### config.mk
export PLATFORM = sky130hd
export DESIGN_NAME = mem_format_load_store_unit_flat
export DESIGN_NICKNAME = d
export VERILOG_FILES = /design/src/rtl/core/mflsu_pkg.sv /design/src/rtl/core/mflsu_channels.sv /design/src/rtl/core/mem_format_load_store_unit.sv /design/src/rtl/core/mflsu_ram.sv /design/src/rtl/core/mflsu_front.sv /design/src/rtl/core/mflsu_cmd_fifo.sv /design/src/rtl/core/mflsu_back.sv /design/src/flat_wrapper.sv
export SDC_FILE = /design/constraint.sdc
export NUM_CORES = 2
export LEC_CHECK = 0
export BUFFER_PORTS_ARGS = -buffer_cell sky130_fd_sc_hd__buf_2
export CELL_PAD_IN_SITES_DETAIL_PLACEMENT = 0
export CELL_PAD_IN_SITES_GLOBAL_PLACEMENT = 2
export CORE_UTILIZATION = 45
export DETAILED_ROUTE_END_ITERATION = 12
export GPL_TIMING_DRIVEN = 0
export HOLD_SLACK_MARGIN = 0.05
export PLACE_DENSITY_LB_ADDON = 0.15
export SYNTH_ARGS = -nofsm -noshare
export SYNTH_HDL_FRONTEND = slang
export SYNTH_HIERARCHICAL = 1
export SYNTH_SLANG_ARGS = --single-unit
### constraint.sdc
create_clock -name clk -period 10.6 [get_ports clk]
set_clock_uncertainty 0.05 [all_clocks]
set_input_delay 1.06 -clock clk [delete_from_list [all_inputs] [get_ports clk]]
set_output_delay 1.06 -clock clk [all_outputs]
set_load 0.01 [all_outputs]
### src/rtl/core/mflsu_pkg.sv
// Shared types and constants of the memory-format load/store unit.
// Holds the channel payloads, the front-to-back command and the action codes.
// No dependencies.
package mflsu_pkg;

	// Input item kinds.
	localparam logic [1:0] KIND_INSN  = 2'd0;
	localparam logic [1:0] KIND_RDATA = 2'd1;
	localparam logic [1:0] KIND_RFW   = 2'd2;

	// Result actions.
	localparam logic [2:0] ACT_READ   = 3'd0;
	localparam logic [2:0] ACT_WRITE  = 3'd1;
	localparam logic [2:0] ACT_REG    = 3'd2;
	localparam logic [2:0] ACT_BRANCH = 3'd3;
	localparam logic [2:0] ACT_BAL    = 3'd4;
	localparam logic [2:0] ACT_CALL   = 3'd5;

	// Bus sizes.
	localparam logic [1:0] SZ_BYTE  = 2'd0;
	localparam logic [1:0] SZ_SHORT = 2'd1;
	localparam logic [1:0] SZ_WORD  = 2'd2;

	// Transfer types in opcode bits 5..3.
	localparam logic [2:0] TT_BYTE  = 3'd0;
	localparam logic [2:0] TT_SHORT = 3'd1;
	localparam logic [2:0] TT_WORD  = 3'd2;
	localparam logic [2:0] TT_LONG  = 3'd3;
	localparam logic [2:0] TT_TRIPLE_A = 3'd4;
	localparam logic [2:0] TT_TRIPLE_B = 3'd5;

	// Function selects in opcode bits 1..0.
	localparam logic [1:0] FN_BX   = 2'd0;
	localparam logic [1:0] FN_BALX = 2'd1;

	// Depth of the command queue between front and back.
	localparam int CMD_QUEUE_DEPTH = 2;

	typedef struct packed {
		logic [1:0]  kind;
		logic [7:0]  opcode;
		logic [31:0] eff_addr;
		logic [4:0]  reg_index;
		logic [31:0] data_in;
	} in_item_t;

	typedef struct packed {
		logic [2:0]  action;
		logic [31:0] bus_addr;
		logic [1:0]  bus_size;
		logic [31:0] write_data;
		logic [4:0]  dest_reg;
		logic [31:0] reg_value;
		logic        overflow;
		logic        last;
	} out_item_t;

	// One classified operation; the back end expands it into its results.
	typedef struct packed {
		logic [2:0]  action;
		logic [31:0] addr;
		logic [1:0]  size;
		logic [4:0]  base;
		logic [4:0]  dest;
		logic [31:0] value;
		logic [1:0]  last_word;
		logic        is_store;
		logic        ovf_chk;
		logic        rf_write;
	} cmd_t;

	// Index of the last word of a transfer type.
	function automatic logic [1:0] last_word_of(input logic [2:0] ttype);
		logic [1:0] lw;
		case (ttype)
			TT_BYTE, TT_SHORT, TT_WORD: lw = 2'd0;
			TT_LONG:                    lw = 2'd1;
			TT_TRIPLE_A, TT_TRIPLE_B:   lw = 2'd2;
			default:                    lw = 2'd3;
		endcase
		return lw;
	endfunction

endpackage

### src/rtl/core/mflsu_channels.sv
// Valid/ready channel interfaces of the load/store unit.
// Depends on mflsu_pkg for the payload types.
interface mflsu_in_if;
	import mflsu_pkg::*;
	logic     valid;
	logic     ready;
	in_item_t data;
	modport source (output valid, output data, input ready);
	modport sink (input valid, input data, output ready);
endinterface

interface mflsu_out_if;
	import mflsu_pkg::*;
	logic      valid;
	logic      ready;
	out_item_t data;
	modport source (output valid, output data, input ready);
	modport sink (input valid, input data, output ready);
endinterface

### src/rtl/core/mem_format_load_store_unit.sv
// Memory-format load/store unit. An accepted input beat passes the command queue,
// the back end's command register and the output register before its result beat
// is offered; each command then gives one beat per cycle while the output is not
// stalled. Inputs that cause no result are not queued. A two-entry queue decouples input
// from output. Reset clears the pending load, the queue, the output register and
// the register file valid bits at once; unwritten registers read as zero.
module mem_format_load_store_unit #(
	parameter int REG_COUNT = 32
) (
	input  logic        clk,
	input  logic        arst_n,
	mflsu_in_if.sink    in_ch,
	mflsu_out_if.source out_ch
);
	import mflsu_pkg::*;

	logic push;
	logic pop;
	logic fifo_full;
	logic fifo_empty;
	cmd_t push_data;
	cmd_t head;

	// Classification of incoming beats.
	mflsu_front u_front (
		.clk      (clk),
		.arst_n   (arst_n),
		.in_ch    (in_ch),
		.fifo_full(fifo_full),
		.push     (push),
		.push_data(push_data)
	);

	// Decoupling queue.
	mflsu_cmd_fifo u_fifo (
		.clk      (clk),
		.arst_n   (arst_n),
		.push     (push),
		.push_data(push_data),
		.full     (fifo_full),
		.pop      (pop),
		.head     (head),
		.empty    (fifo_empty)
	);

	// Execution and result beats.
	mflsu_back #(
		.REG_COUNT(REG_COUNT)
	) u_back (
		.clk       (clk),
		.arst_n    (arst_n),
		.fifo_empty(fifo_empty),
		.head      (head),
		.pop       (pop),
		.out_ch    (out_ch)
	);
endmodule

### src/rtl/core/mflsu_ram.sv
// Generic single-port-write, single-port-read RAM with registered read data.
// No dependencies.
module mflsu_ram #(
	parameter int WIDTH = 32,
	parameter int DEPTH = 32
) (
	input  logic                     clk,
	input  logic                     wr_en,
	input  logic [$clog2(DEPTH)-1:0] wr_addr,
	input  logic [WIDTH-1:0]         wr_data,
	input  logic                     rd_en,
	input  logic [$clog2(DEPTH)-1:0] rd_addr,
	output logic [WIDTH-1:0]         rd_data
);
	logic [WIDTH-1:0] mem [DEPTH];

	// Write port.
	always_ff @(posedge clk) begin
		if (wr_en) begin
			mem[wr_addr] <= wr_data;
		end
	end

	// Registered read port; data holds while no read is issued.
	always_ff @(posedge clk) begin
		if (rd_en) begin
			rd_data <= mem[rd_addr];
		end
	end
endmodule

### src/rtl/core/mflsu_front.sv
// Front end: accepts input beats, tracks the pending load and classifies each
// beat into a command for the back end. Depends on mflsu_pkg and the channels.
module mflsu_front (
	input  logic                clk,
	input  logic                arst_n,
	mflsu_in_if.sink            in_ch,
	input  logic                fifo_full,
	output logic                push,
	output mflsu_pkg::cmd_t     push_data
);
	import mflsu_pkg::*;

	logic [2:0] pcnt_q;
	logic [1:0] pword_q;
	logic [4:0] pbase_q;
	logic [1:0] psize_q;
	logic       psgn_q;

	logic [2:0] pcnt_d;
	logic [1:0] pword_d;
	logic [4:0] pbase_d;
	logic [1:0] psize_d;
	logic       psgn_d;

	logic       in_fire;
	logic       want_push;
	cmd_t       cmd;
	in_item_t   it;
	logic [2:0] ttype;
	logic       sgn;
	logic [31:0] ext;

	assign in_ch.ready = !fifo_full;
	assign in_fire     = in_ch.valid && in_ch.ready;
	assign it          = in_ch.data;
	assign ttype       = it.opcode[5:3];
	assign sgn         = it.opcode[6];

	// Extension of returned read data to the pending load size.
	always_comb begin
		case (psize_q)
			SZ_BYTE:  ext = {{24{psgn_q & it.data_in[7]}}, it.data_in[7:0]};
			SZ_SHORT: ext = {{16{psgn_q & it.data_in[15]}}, it.data_in[15:0]};
			default:  ext = it.data_in;
		endcase
	end

	// Classification and next pending-load state.
	always_comb begin
		cmd       = '0;
		want_push = 1'b0;
		pcnt_d    = pcnt_q;
		pword_d   = pword_q;
		pbase_d   = pbase_q;
		psize_d   = psize_q;
		psgn_d    = psgn_q;
		case (it.kind)
			KIND_INSN: begin
				want_push = 1'b1;
				pcnt_d    = 3'd0;
				if (it.opcode[2]) begin
					if (it.opcode[3]) begin
						// Load address into a register.
						cmd.action   = ACT_REG;
						cmd.base     = it.reg_index;
						cmd.dest     = it.reg_index;
						cmd.value    = it.eff_addr;
						cmd.rf_write = 1'b1;
					end else begin
						cmd.addr = it.eff_addr;
						case (it.opcode[1:0])
							FN_BX:   cmd.action = ACT_BRANCH;
							FN_BALX: begin
								cmd.action = ACT_BAL;
								cmd.dest   = it.reg_index;
							end
							default: cmd.action = ACT_CALL;
						endcase
					end
				end else if (it.opcode[1]) begin
					cmd.action   = ACT_WRITE;
					cmd.addr     = it.eff_addr;
					cmd.base     = it.reg_index;
					cmd.is_store = 1'b1;
					if (ttype inside {TT_BYTE, TT_SHORT}) begin
						cmd.size    = ttype[1:0];
						cmd.ovf_chk = sgn;
					end else begin
						cmd.size      = SZ_WORD;
						cmd.last_word = last_word_of(ttype);
					end
				end else begin
					cmd.action    = ACT_READ;
					cmd.addr      = it.eff_addr;
					cmd.last_word = last_word_of(ttype);
					pcnt_d        = {1'b0, last_word_of(ttype)} + 3'd1;
					pword_d       = 2'd0;
					pbase_d       = it.reg_index;
					if (ttype inside {TT_BYTE, TT_SHORT}) begin
						cmd.size = ttype[1:0];
						psize_d  = ttype[1:0];
						psgn_d   = sgn;
					end else begin
						cmd.size = SZ_WORD;
						psize_d  = SZ_WORD;
						psgn_d   = 1'b0;
					end
				end
			end
			KIND_RDATA: begin
				// Returned data fills the next word of the pending group.
				if (pcnt_q != 3'd0) begin
					want_push    = 1'b1;
					cmd.action   = ACT_REG;
					cmd.base     = pbase_q | {3'b000, pword_q};
					cmd.dest     = pbase_q | {3'b000, pword_q};
					cmd.value    = ext;
					cmd.rf_write = 1'b1;
					pword_d      = pword_q + 2'd1;
					pcnt_d       = pcnt_q - 3'd1;
				end
			end
			KIND_RFW: begin
				want_push    = 1'b1;
				cmd.action   = ACT_REG;
				cmd.base     = it.reg_index;
				cmd.dest     = it.reg_index;
				cmd.value    = it.data_in;
				cmd.rf_write = 1'b1;
			end
			default: want_push = 1'b0;
		endcase
	end

	assign push      = in_fire && want_push;
	assign push_data = cmd;

	// Pending-load state.
	always_ff @(posedge clk or negedge arst_n) begin
		if (!arst_n) begin
			pcnt_q  <= '0;
			pword_q <= '0;
			pbase_q <= '0;
			psize_q <= '0;
			psgn_q  <= 1'b0;
		end else if (in_fire) begin
			pcnt_q  <= pcnt_d;
			pword_q <= pword_d;
			pbase_q <= pbase_d;
			psize_q <= psize_d;
			psgn_q  <= psgn_d;
		end
	end
endmodule

### src/rtl/core/mflsu_cmd_fifo.sv
// Short command queue between the front and back ends.
// Depends on mflsu_pkg for the command type and depth.
module mflsu_cmd_fifo (
	input  logic                clk,
	input  logic                arst_n,
	input  logic                push,
	input  mflsu_pkg::cmd_t     push_data,
	output logic                full,
	input  logic                pop,
	output mflsu_pkg::cmd_t     head,
	output logic                empty
);
	import mflsu_pkg::*;

	localparam int PW = (CMD_QUEUE_DEPTH > 1) ? $clog2(CMD_QUEUE_DEPTH) : 1;
	localparam int CW = $clog2(CMD_QUEUE_DEPTH + 1);
	localparam logic [PW-1:0] LAST_PTR = PW'(CMD_QUEUE_DEPTH - 1);
	localparam logic [CW-1:0] DEPTH_C  = CW'(CMD_QUEUE_DEPTH);

	cmd_t          entries [CMD_QUEUE_DEPTH];
	logic [PW-1:0] wr_ptr_q;
	logic [PW-1:0] rd_ptr_q;
	logic [CW-1:0] cnt_q;

	assign full  = (cnt_q == DEPTH_C);
	assign empty = (cnt_q == '0);
	assign head  = entries[rd_ptr_q];

	// Entry storage.
	always_ff @(posedge clk) begin
		if (push) begin
			entries[wr_ptr_q] <= push_data;
		end
	end

	// Pointers and fill count.
	always_ff @(posedge clk or negedge arst_n) begin
		if (!arst_n) begin
			wr_ptr_q <= '0;
			rd_ptr_q <= '0;
			cnt_q    <= '0;
		end else begin
			if (push) begin
				wr_ptr_q <= (wr_ptr_q == LAST_PTR) ? '0 : wr_ptr_q + PW'(1);
			end
			if (pop) begin
				rd_ptr_q <= (rd_ptr_q == LAST_PTR) ? '0 : rd_ptr_q + PW'(1);
			end
			if (push && !pop) begin
				cnt_q <= cnt_q + CW'(1);
			end else if (pop && !push) begin
				cnt_q <= cnt_q - CW'(1);
			end
		end
	end

`ifndef SYNTHESIS
	a_no_push_full: assert property (@(posedge clk) disable iff (!arst_n)
		push |-> !full) else $error("command pushed into a full queue");
	a_no_pop_empty: assert property (@(posedge clk) disable iff (!arst_n)
		pop |-> !empty) else $error("command popped from an empty queue");
`endif
endmodule

### src/rtl/core/mflsu_back.sv
// Back end: expands each command into result beats, owns the register file
// and the output register. Depends on mflsu_pkg, mflsu_ram and the channels.
module mflsu_back #(
	parameter int REG_COUNT = 32
) (
	input  logic                clk,
	input  logic                arst_n,
	input  logic                fifo_empty,
	input  mflsu_pkg::cmd_t     head,
	output logic                pop,
	mflsu_out_if.source         out_ch
);
	import mflsu_pkg::*;

	localparam int RIDX_W = $clog2(REG_COUNT);
	localparam logic [6:0] RC_W = 7'(REG_COUNT);

	typedef enum logic [1:0] {
		BK_IDLE = 2'b01,
		BK_RUN  = 2'b10
	} bk_state_t;

	bk_state_t             state_q;
	cmd_t                  cur_q;
	logic [1:0]            k_q;
	out_item_t             out_q;
	logic                  out_valid_q;
	logic [REG_COUNT-1:0]  rf_valid_q;
	logic                  rd_valid_q;

	logic                  out_free;
	logic                  emit;
	logic                  rd_en;
	logic [RIDX_W-1:0]     rd_addr;
	logic                  wr_en;
	logic [RIDX_W-1:0]     wr_addr;
	logic [31:0]           rd_data;
	logic [31:0]           sval;
	logic                  ovf;
	logic                  is_last;
	out_item_t             res;

	// Register number reduced modulo the file size; the index is below twice it.
	function automatic logic [RIDX_W-1:0] slot(input logic [4:0] idx);
		logic [6:0] w;
		w = {2'b00, idx};
		if (w >= RC_W) begin
			w = w - RC_W;
		end
		return w[RIDX_W-1:0];
	endfunction

	mflsu_ram #(
		.WIDTH(32),
		.DEPTH(REG_COUNT)
	) u_rf (
		.clk    (clk),
		.wr_en  (wr_en),
		.wr_addr(wr_addr),
		.wr_data(cur_q.value),
		.rd_en  (rd_en),
		.rd_addr(rd_addr),
		.rd_data(rd_data)
	);

	assign out_free = !out_valid_q || out_ch.ready;
	assign emit     = (state_q == BK_RUN) && out_free;
	assign pop      = (state_q == BK_IDLE) && !fifo_empty;
	assign is_last  = (k_q == cur_q.last_word);
	assign wr_en    = emit && cur_q.rf_write;
	assign wr_addr  = slot(cur_q.base);

	// Register reads: first word on pop, each further word as the previous is sent.
	always_comb begin
		rd_en   = 1'b0;
		rd_addr = slot(head.base);
		if (pop) begin
			rd_en = head.is_store;
		end else if (emit && !is_last) begin
			rd_en   = cur_q.is_store;
			rd_addr = slot(cur_q.base | {3'b000, k_q + 2'd1});
		end
	end

	// Store data: an entry never written reads as zero.
	assign sval = rd_valid_q ? rd_data : '0;

	always_comb begin
		case (cur_q.size)
			SZ_BYTE:  ovf = !((&sval[31:7]) || !(|sval[31:7]));
			SZ_SHORT: ovf = !((&sval[31:15]) || !(|sval[31:15]));
			default:  ovf = 1'b0;
		endcase
	end

	// Result beat for the current word.
	always_comb begin
		res            = '0;
		res.action     = cur_q.action;
		res.bus_addr   = cur_q.addr + {28'd0, k_q, 2'b00};
		res.bus_size   = cur_q.size;
		res.dest_reg   = cur_q.dest;
		res.reg_value  = cur_q.value;
		res.overflow   = cur_q.ovf_chk && ovf;
		res.last       = is_last;
		if (cur_q.is_store) begin
			case (cur_q.size)
				SZ_BYTE:  res.write_data = {24'd0, sval[7:0]};
				SZ_SHORT: res.write_data = {16'd0, sval[15:0]};
				default:  res.write_data = sval;
			endcase
		end
	end

	// Sequencer.
	always_ff @(posedge clk or negedge arst_n) begin
		if (!arst_n) begin
			state_q <= BK_IDLE;
			k_q     <= '0;
		end else begin
			case (state_q)
				BK_IDLE: begin
					if (pop) begin
						state_q <= BK_RUN;
						k_q     <= '0;
					end
				end
				BK_RUN: begin
					if (emit) begin
						if (is_last) begin
							state_q <= BK_IDLE;
						end else begin
							k_q <= k_q + 2'd1;
						end
					end
				end
				default: state_q <= BK_IDLE;
			endcase
		end
	end

	always_ff @(posedge clk) begin
		if (pop) begin
			cur_q <= head;
		end
	end

	// Valid bits of the register file and of the last read.
	always_ff @(posedge clk or negedge arst_n) begin
		if (!arst_n) begin
			rf_valid_q <= '0;
			rd_valid_q <= 1'b0;
		end else begin
			if (wr_en) begin
				rf_valid_q[wr_addr] <= 1'b1;
			end
			if (rd_en) begin
				rd_valid_q <= rf_valid_q[rd_addr];
			end
		end
	end

	// Output register.
	always_ff @(posedge clk or negedge arst_n) begin
		if (!arst_n) begin
			out_valid_q <= 1'b0;
		end else if (emit) begin
			out_valid_q <= 1'b1;
		end else if (out_ch.ready) begin
			out_valid_q <= 1'b0;
		end
	end

	always_ff @(posedge clk) begin
		if (emit) begin
			out_q <= res;
		end
	end

	assign out_ch.valid = out_valid_q;
	assign out_ch.data  = out_q;

`ifndef SYNTHESIS
	a_rw_apart: assert property (@(posedge clk) disable iff (!arst_n)
		!(rd_en && wr_en)) else $error("register file read and written together");
	a_word_range: assert property (@(posedge clk) disable iff (!arst_n)
		(state_q == BK_RUN) |-> (k_q <= cur_q.last_word))
		else $error("word index beyond the group");
	a_pop_runs: assert property (@(posedge clk) disable iff (!arst_n)
		pop |=> (state_q == BK_RUN)) else $error("popped command not started");
`endif
endmodule

### src/flat_wrapper.sv
// flat-port wrapper written by rule: the top's interface ports become plain ports
module mem_format_load_store_unit_flat import mflsu_pkg::*;
#(
	parameter int REG_COUNT = 32
)
  (clk, arst_n, in_ch_valid, in_ch_data, in_ch_ready, out_ch_valid, out_ch_data, out_ch_ready);
  mflsu_in_if in_ch_i ();
  mflsu_out_if out_ch_i ();
  input  logic clk;
  input  logic arst_n;
  input wire logic [$bits(in_ch_i.valid)-1:0] in_ch_valid;
  input wire logic [$bits(in_ch_i.data)-1:0] in_ch_data;
  output wire logic [$bits(in_ch_i.ready)-1:0] in_ch_ready;
  output wire logic [$bits(out_ch_i.valid)-1:0] out_ch_valid;
  output wire logic [$bits(out_ch_i.data)-1:0] out_ch_data;
  input wire logic [$bits(out_ch_i.ready)-1:0] out_ch_ready;
  assign in_ch_i.valid = in_ch_valid;
  assign in_ch_i.data = in_ch_data;
  assign in_ch_ready = in_ch_i.ready;
  assign out_ch_valid = out_ch_i.valid;
  assign out_ch_data = out_ch_i.data;
  assign out_ch_i.ready = out_ch_ready;
  mem_format_load_store_unit #(.REG_COUNT(REG_COUNT)) u_core (.clk(clk), .arst_n(arst_n), .in_ch(in_ch_i), .out_ch(out_ch_i));
endmodule
==> flow_metrics.env <==
export IMPL_worst_path_max_fanout=10
export IMPL_maxCapViolCount=0
export IMPL_grt_ovfl_total=0
export IMPL_dp_final_hpwl_um=98900
export IMPL_timing_rr_start="u_core/u_back/k_q[0]"
export IMPL_multi_input_area_um2=12900
export IMPL_cp_data_required_time_ps=11050
export IMPL_grtUsageTotal=0.224
export IMPL_power_density_nw_per_um2=288
export IMPL_hold_class="input port to asynchronous set/reset pin"
export IMPL_async_reset_ff_frac=0.0374
export IMPL_relSlewSlack=0.0929
export IMPL_fmaxAchievable_ghz=0.202
export IMPL_rsz0062_at_grt="no"
export IMPL_r2r_setup_slack_ps=5660
export IMPL_cts_hold_fix_buffers=0
export IMPL_route_detailed_drc=0
export IMPL_critPathArrivalTime_ps=5390
export IMPL_slowest_delay_ps=930
export IMPL_cts_repair_resized=0
export IMPL_diodes=0
export IMPL_htree_levels=4
export IMPL_ios=193
export IMPL_seq_area_um2=43900
export IMPL_ir_drop_mv=0.193
export IMPL_cpMostUsedCell="nand3_1"
export IMPL_vias=30800
export IMPL_layout_cells_non_filler=5469
export IMPL_synth_avg_cell_area_um2=17.5
export IMPL_chipWidth_um=360
export IMPL_worst_path_buf_inv=4
export IMPL_cts_tree="yes"
export IMPL_clk_latency_ps=780
export IMPL_wl_per_cell_um=26.6
export IMPL_ys_warn_count=6
export IMPL_synth_area_um2=57600
export IMPL_fill_cells=10100
export IMPL_max_slew_worst_pin_slew_ps=1360
export IMPL_synth_top_cell_area_share=0.738
export IMPL_final_max_slew_violation_count=0
export IMPL_status="complete, no violations"
export IMPL_finalPower_mw=19.3
export IMPL_synth_edf_count=1416
export IMPL_ys_flop_type="edfxtp_1"
export IMPL_die_h_um=360
export IMPL_syn_inst=3300
export IMPL_synth_area_top_cells="edfxtp_1 74%, mux2i_1 9.0%, dfrtp_1 2.3%"
export IMPL_drtIter0Drc=2598
export IMPL_setup_viol=0
export IMPL_syn2layout_area_growth_pct=15.9
export IMPL_cp_slowest_cell="clkbuf_1"
export IMPL_numClockSinks=1471
export IMPL_period_share=0.466
export IMPL_cts_setup_buffers=0
export IMPL_layout_nets=3784
export IMPL_start_kind="register"
export IMPL_yosysSeqAreaShare=0.762
export IMPL_hold_viol=0
export IMPL_cellLeakagePower_nw=23.9
export IMPL_rr_worst_depth=11
export IMPL_crit_start="u_core/u_back/k_q[0]"
export IMPL_layout_drive_gt1_share=0.170
export IMPL_fin_util=0.528
export IMPL_r2r_end="u_core/u_back/u_rf/rd_data[16]"
export IMPL_tns_ps=0
export IMPL_cts_buffers=153
export IMPL_period_minus_slack_ps=4940
export IMPL_clk_pin_slew_ps=60
export IMPL_dr_pass1_iters=5
export IMPL_crit_type="register to register"
export IMPL_post_synth_top_count_cell="edfxtp_1"
export IMPL_die_area_um2=129000
export IMPL_syn_num_nets=3390
export IMPL_placedCellCount=5181
export IMPL_cts_max_path_buffers=3
export IMPL_grt_pass1_vias=31800
export IMPL_synth_common_cells="1416 x edfxtp_1, 519 x mux2i_1, 123 x nand2_1, 117 x nand3_1, 104 x a21oi_1"
export IMPL_gp_congestion=0.882
export IMPL_grt_start_max_net_pins=59
export IMPL_end_kind="register"
export IMPL_drt_total_wl_um=146000
export IMPL_ys_seq_elements=1471
export IMPL_ys_types=75
export IMPL_synth_area_leader_cell="edfxtp_1"
export IMPL_ant_nets=0
export IMPL_worstPathCellList="xnor2_1 -> a211oi_2 -> buf_6 -> mux2i_1 -> inv_1 -> nor2_1 -> clkbuf_1 -> buf_1 -> a22oi_1 -> nand3_1 -> nand3_1"
export IMPL_start_util=0.456
export IMPL_io_buffers=190
export IMPL_routed_via_density=5.63
export IMPL_coreArea_um2=126000
export IMPL_grt_pass1_wl_um=211000
export IMPL_rows=130
export IMPL_antenna_found_initial=3
export IMPL_cts_root_buf="clkbuf_16"
export IMPL_cp_top_family="buffers and inverters"
metrics by stage:
| step | hold WS [ps] | setup WS, ps | area, um2 |
|---|---|---|---|
| floorplan | 350 | 1560 | 57600 |
| global placement | 365 | -4230 | 60600 |
| detailed placement | 361 | 5220 | 61700 |
| CTS | 370 | 5780 | 66600 |
| global route | 330 | 5540 | 66800 |
| finish | 303 | 5660 | 66800 |
worst max-delay path by stage:
stage,end,slack [ps],cells past startpoint
2_1_floorplan,u_core/u_back/u_rf/mem[12][0],1560,7
3_3_place_gp,u_core/u_back/u_rf/mem[20][16],-4230,8
3_5_place_dp,u_core/u_back/u_rf/rd_data[2],5220,12
4_1_cts,u_core/u_back/u_rf/rd_data[9],5780,11
5_1_grt,u_core/u_back/u_rf/rd_data[9],5540,11
6_report,u_core/u_back/u_rf/rd_data[16],5660,11
registers in the layout (all words and copies together), names as in the netlist:
name	flops
u_core/u_back/cur_q	79
u_core/u_back/k_q	2
u_core/u_back/out_ch.data	108
u_core/u_back/out_ch.valid	1
u_core/u_back/rd_valid_q	1
u_core/u_back/rf_valid_q	32
u_core/u_back/state_q	2
u_core/u_back/u_rf/mem	1024
u_core/u_back/u_rf/rd_data	32
u_core/u_back/wr_addr	5
u_core/u_fifo/cnt_q	2
u_core/u_fifo/entries	168
u_core/u_fifo/rd_ptr_q	1
u_core/u_fifo/wr_ptr_q	1
u_core/u_front/pbase_q	5
u_core/u_front/pcnt_q	3
u_core/u_front/psgn_q	1
u_core/u_front/psize_q	2
u_core/u_front/pword_q	2
kinds of logic after synthesis:
logic type | after synthesis | synth area share
DFF | 1471 | 0.762
adders and majority gates | 7 | 0.00165
and+or+nand+nor | 538 | 0.0477
xor gates and xnor gates | 36 | 0.00547
muxes | 621 | 0.112
buffers and inverters | 198 | 0.0191
AOI/OAI and AO/OA | 429 | 0.0523
routing by layer:
metal | track usage | vias to the layer above | part of all wire
li1 | - | 13800 | -
met1 | 0.293 | 15900 | 0.42
met2 | 0.383 | 918 | 0.50
met3 | 0.0398 | 199 | 0.057
met4 | 0.0669 | 0 | 0.023
met5 | 0 | - | 0
layout by cell type (no fill, tap or decap), drive strengths merged, types with 78 or more instances in the layout:
cell type / instances
nor2: 78
nand2: 123
edfxtp: 1416
a22oi: 98
mux2: 93
a22o: 79
mux2i: 521
clkbuf: 273
a21oi: 104
buf: 343
nand3: 117
power breakdown:
| part | switching (mW) | internal [mW] | total, mW |
|---|---|---|---|
| clock | 2.16 | 3.00 | 5.17 |
| sequential | 0.850 | 7.78 | 8.63 |
| combinational | 3.47 | 1.99 | 5.46 |
layout make-up:
cell class              count  share of cell area
flip-flops and latches   1471               0.657
multi-input cells        1631               0.193
clock buffers             201              0.0627
well taps                1650              0.0309
repair buffers            239              0.0302
plain buffers             176              0.0152
clock inverters            79             0.00961
inverters                  22             0.00127
(Power assumes the default switching activity.)
